## config.mk

```make
export PLATFORM = sky130hd
export DESIGN_NAME = chm_ram
export DESIGN_NICKNAME = d
export VERILOG_FILES = /design/src/hw/rtl/chm_ram.sv
export SDC_FILE = /design/constraint.sdc
export NUM_CORES = 1
export LEC_CHECK = 0
export ABC_AREA = 0
export ABC_CLOCK_PERIOD_IN_PS = 1800
export BUFFER_PORTS_ARGS = -buffer_cell sky130_fd_sc_hd__buf_2
export CAP_MARGIN = 20
export CORE_ASPECT_RATIO = 1.5
export CORE_MARGIN = 8
export CORE_UTILIZATION = 57
export CTS_BUF_LIST = sky130_fd_sc_hd__clkbuf_4
export CTS_CLUSTER_DIAMETER = 150
export DETAILED_ROUTE_END_ITERATION = 10
export GPL_TIMING_DRIVEN = 0
export PLACE_DENSITY = 0.78
export SETUP_SLACK_MARGIN = 0.2
export SLEW_MARGIN = 0
export SYNTH_ARGS = -nofsm -noshare
export SYNTH_HDL_FRONTEND = slang
export SYNTH_SLANG_ARGS = --single-unit
```

## constraint.sdc

```tcl
create_clock -name i_clk -period 1.8 [get_ports i_clk]
set_input_delay 0.27 -clock i_clk [delete_from_list [all_inputs] [get_ports i_clk]]
set_output_delay 0.27 -clock i_clk [all_outputs]
set_load 0.02 [all_outputs]
```

## src/hw/rtl/chm_ram.sv

```systemverilog
`default_nettype none

module chm_ram #(
    parameter int WIDTH = 8,
    parameter int DEPTH = 16
) (
    input  wire logic                     i_clk,
    input  wire logic                     i_we,
    input  wire logic [$clog2(DEPTH)-1:0] i_addr,
    input  wire logic [WIDTH-1:0]         i_wdata,
    output logic      [WIDTH-1:0]         o_rdata
);

    logic [WIDTH-1:0] r_mem [DEPTH];

    always_ff @(posedge i_clk) begin
        if (i_we) begin
            r_mem[i_addr] <= i_wdata;
        end
        o_rdata <= r_mem[i_addr];
    end

endmodule

`default_nettype wire

```

==> results.md <==
* Maximum buffer depth of the clock tree at 2
* Largest fanout of any net on the critical path at 10
* Final Hold Viols at 0
* Total CTS buffers at 17
* Worst Path Class, Setup: primary input to register
* Warning count from the yosys run at 0
* Class of the tightest hold or removal check: primary input to register
* Clock-pin transition on the worst setup and hold timing paths at 0.11 ns
* Total global routing track utilization at 16.1%
* Min Clock Period, post-route at 1.67 ns
* Leakage at 1.82 nW
* Root cell of the clock tree: sky130_fd_sc_hd__clkbuf_4
* Total Routed Length at 9.23 mm
* Sink Count at 136
* Detailed-placement wirelength estimate at 6.31 mm
* Last weighted congestion value of the routability-driven placer at 0.826
* Portion of the post-synthesis area used by sequential elements at 79.0%
* Number of design-rule violations left by the first detailed-router iteration at 167
* Met2 usage at 25.6%
* Port-buffer cells at 19
* Post-synthesis instance area at 0.00507 mm^2
* GR met1 Demand/Resource at 17.2%
* TritonCTS clock tree: yes
* RSZ-0062 raised after global routing: yes
* Instance count of the mapped netlist at 230
* GRT busiest layer: met2
* Maximum frequency from static timing analysis at 598 MHz
* Vias in the first global route at 2440
* Register bit count reported by yosys at 136
* Total number of placement rows at 42
* Final worst hold slack at 0.138 ns
* Total Power at 5.98 mW
* CP required at 1.95 ns
* Fin Clk Skew at 0.00961 ns
* Area growth, synth to finish at 11.6%
* Slew Limit Fails at 0
* Initial Utilization at 58.1%
* Number of search-and-repair iterations in the first detailed-routing pass at 4
* CP endpoint kind: register
* Die boundary height at 131 um
* Final core utilization at 64.8%
* Global-route met3 utilization at 4.96%
* First-pass GRT wire length at 13.6 mm
* Post-DR vias/cell at 6.06
* Slew of the pin with the lowest slew margin at 0.769 ns
* Num ports at 22
* Share of the clock period used by the worst path after layout at 92.9%
* Clock network latency to the later pin of the worst-skew pair at 0.52 ns
* Synthesized netlist net count at 244
* Distinct cells, synth at 18
* Remaining max-slew budget at the tightest pin at 48.5%
* Total power per unit cell area at 1060 mW/mm^2
* DR WL/cell at 23.4 um
* Largest net degree at the start of global routing at 17
* Avg Inst Size Synth at 22.0 um^2
* Width of the die at 93.0 um
* DRC violations left at 0
* Standard cell core area at 0.00872 mm^2
* DIE AREA at 0.0122 mm^2
* Type of origin of the critical path: primary input
* Antenna violations before repair at 1
* CP arrival at 1.82 ns
* H-tree level count at 4
* Number of filler cells placed in the layout at 632
* Aggregate global routing overflow at 0
* Number of nets in the finished design at 285
* Number of failing setup endpoints in the final timing report at 0
* Number of vias after detailed routing at 2395
* Maximum Capacitance Violations at 0
* Worst-case vdd ir drop at 0.873 mV
* Result of the run: finished, final reports clean
* Antenna viol nets, final at 0
* Layout cell share with drive strength beyond 1 at 33.8%
power by group:
group | switching (mW) | internal, mW | total, mW
clock | 0.967 | 1.10 | 2.07
combinational | 0.221 | 0.136 | 0.358
sequential | 0.0182 | 3.53 | 3.55
Yosys cell counts (all sizes together):
master	count	area [um^2]
a22oi	16	120
and2	1	6.26
buf	8	47.5
clkbuf	3	12.5
dfxtp	8	160
edfxtp	128	3840
mux4	32	721
nand2	9	33.8
nand2b	2	12.5
nand3	1	5.00
nand3b	2	15.0
nor2	13	48.8
nor2b	2	12.5
nor3	4	20.0
or3b	1	8.76
kinds of logic after synthesis:
family	share of synthesized area [%]
DFF	79.0
and+or+nand+nor	3.21
muxes	14.2
AOI/OAI and AO/OA	2.37
buffers and inverters	1.19
cell type report:
type                       instances  area [um^2]  area share (%)
antenna                            1         2.50          0.0442
buffer                            11         60.1            1.06
clock buffer                      19          143            2.52
clock inverter                    13          160            2.83
multi-input combinational         83         1030            18.2
sequential                       136         4000            70.8
tap                              110          138            2.43
timing repair buffer              22          118            2.08
worst max-delay path: stages:
cell and delay (ns):
sky130_fd_sc_hd__buf_2 0.25, sky130_fd_sc_hd__buf_1 0.41, sky130_fd_sc_hd__nand2_1 0.23, sky130_fd_sc_hd__nor2_1 0.65
worst paths after layout:
check | slack (ns) | cells after the start | end | startpoint
min reg2reg | 0.71 | 3 | o_rdata[7] | r_mem[6][7]
max | 0.13 | 4 | r_mem[3][5] | i_addr[1]
min | 0.14 | 1 | r_mem[8][4] | i_wdata[4]
max reg2reg | 0.40 | 3 | o_rdata[5] | r_mem[8][5]
cell usage in the layout, fill, tap and decap left out, types with 2 or more instances in the layout:
master and count:
sky130_fd_sc_hd__nor2_2 9, sky130_fd_sc_hd__bufinv_16 4, sky130_fd_sc_hd__clkinv_2 2, sky130_fd_sc_hd__mux4_2 32, sky130_fd_sc_hd__nand2_1 9, sky130_fd_sc_hd__nand2b_1 2, sky130_fd_sc_hd__dfxtp_1 8, sky130_fd_sc_hd__buf_2 21
sky130_fd_sc_hd__a22oi_1 16, sky130_fd_sc_hd__nor2b_1 2, sky130_fd_sc_hd__buf_6 2, sky130_fd_sc_hd__clkbuf_1 2, sky130_fd_sc_hd__nor3_1 3, sky130_fd_sc_hd__clkinv_1 6, sky130_fd_sc_hd__edfxtp_1 128, sky130_fd_sc_hd__nand3b_1 2
sky130_fd_sc_hd__buf_1 4, sky130_fd_sc_hd__buf_4 3, sky130_fd_sc_hd__nor2_1 4, sky130_fd_sc_hd__clkbuf_4 19
per-stage QoR:
| step | setup WS, ns | instance area, um^2 | setup TNS (ns) | std cells |
|---|---|---|---|---|
| 6_report | 0.127 | 5660 | 0 | 395 |
| 5_1_grt | 0.0470 | 5660 | 0 | 395 |
| 4_1_cts | 0.135 | 5650 | 0 | 394 |
| 3_5_place_dp | -0.475 | 5340 | -31.23 | 362 |
| 3_3_place_gp | -0.402 | 5320 | -35.97 | 359 |
| 2_1_floorplan | 0.0919 | 5080 | 0 | 230 |
timing repair:
item	in CTS	in global routing
setup endpoints to repair	55	24
gates cloned	0	0
pin swaps	0	0
resized for setup	4	0
hold buffers	0	0
endpoints found under the hold margin	0	0
buffers inserted	0	0
metal layers:
metal  wire, um  vias up  part of all wire, %
li1           -     1045                    -
met1       3310     1204                   36
met2       4710      108                   51
met3        640       38                  6.9
met4        566        0                  6.1
met5          0        -                    0
state kept, by name, summed over array words and instances, names as in the netlist:
signal	flops
r_mem	128
o_rdata	8
No activity file was read; power rests on OpenSTA's default activity.
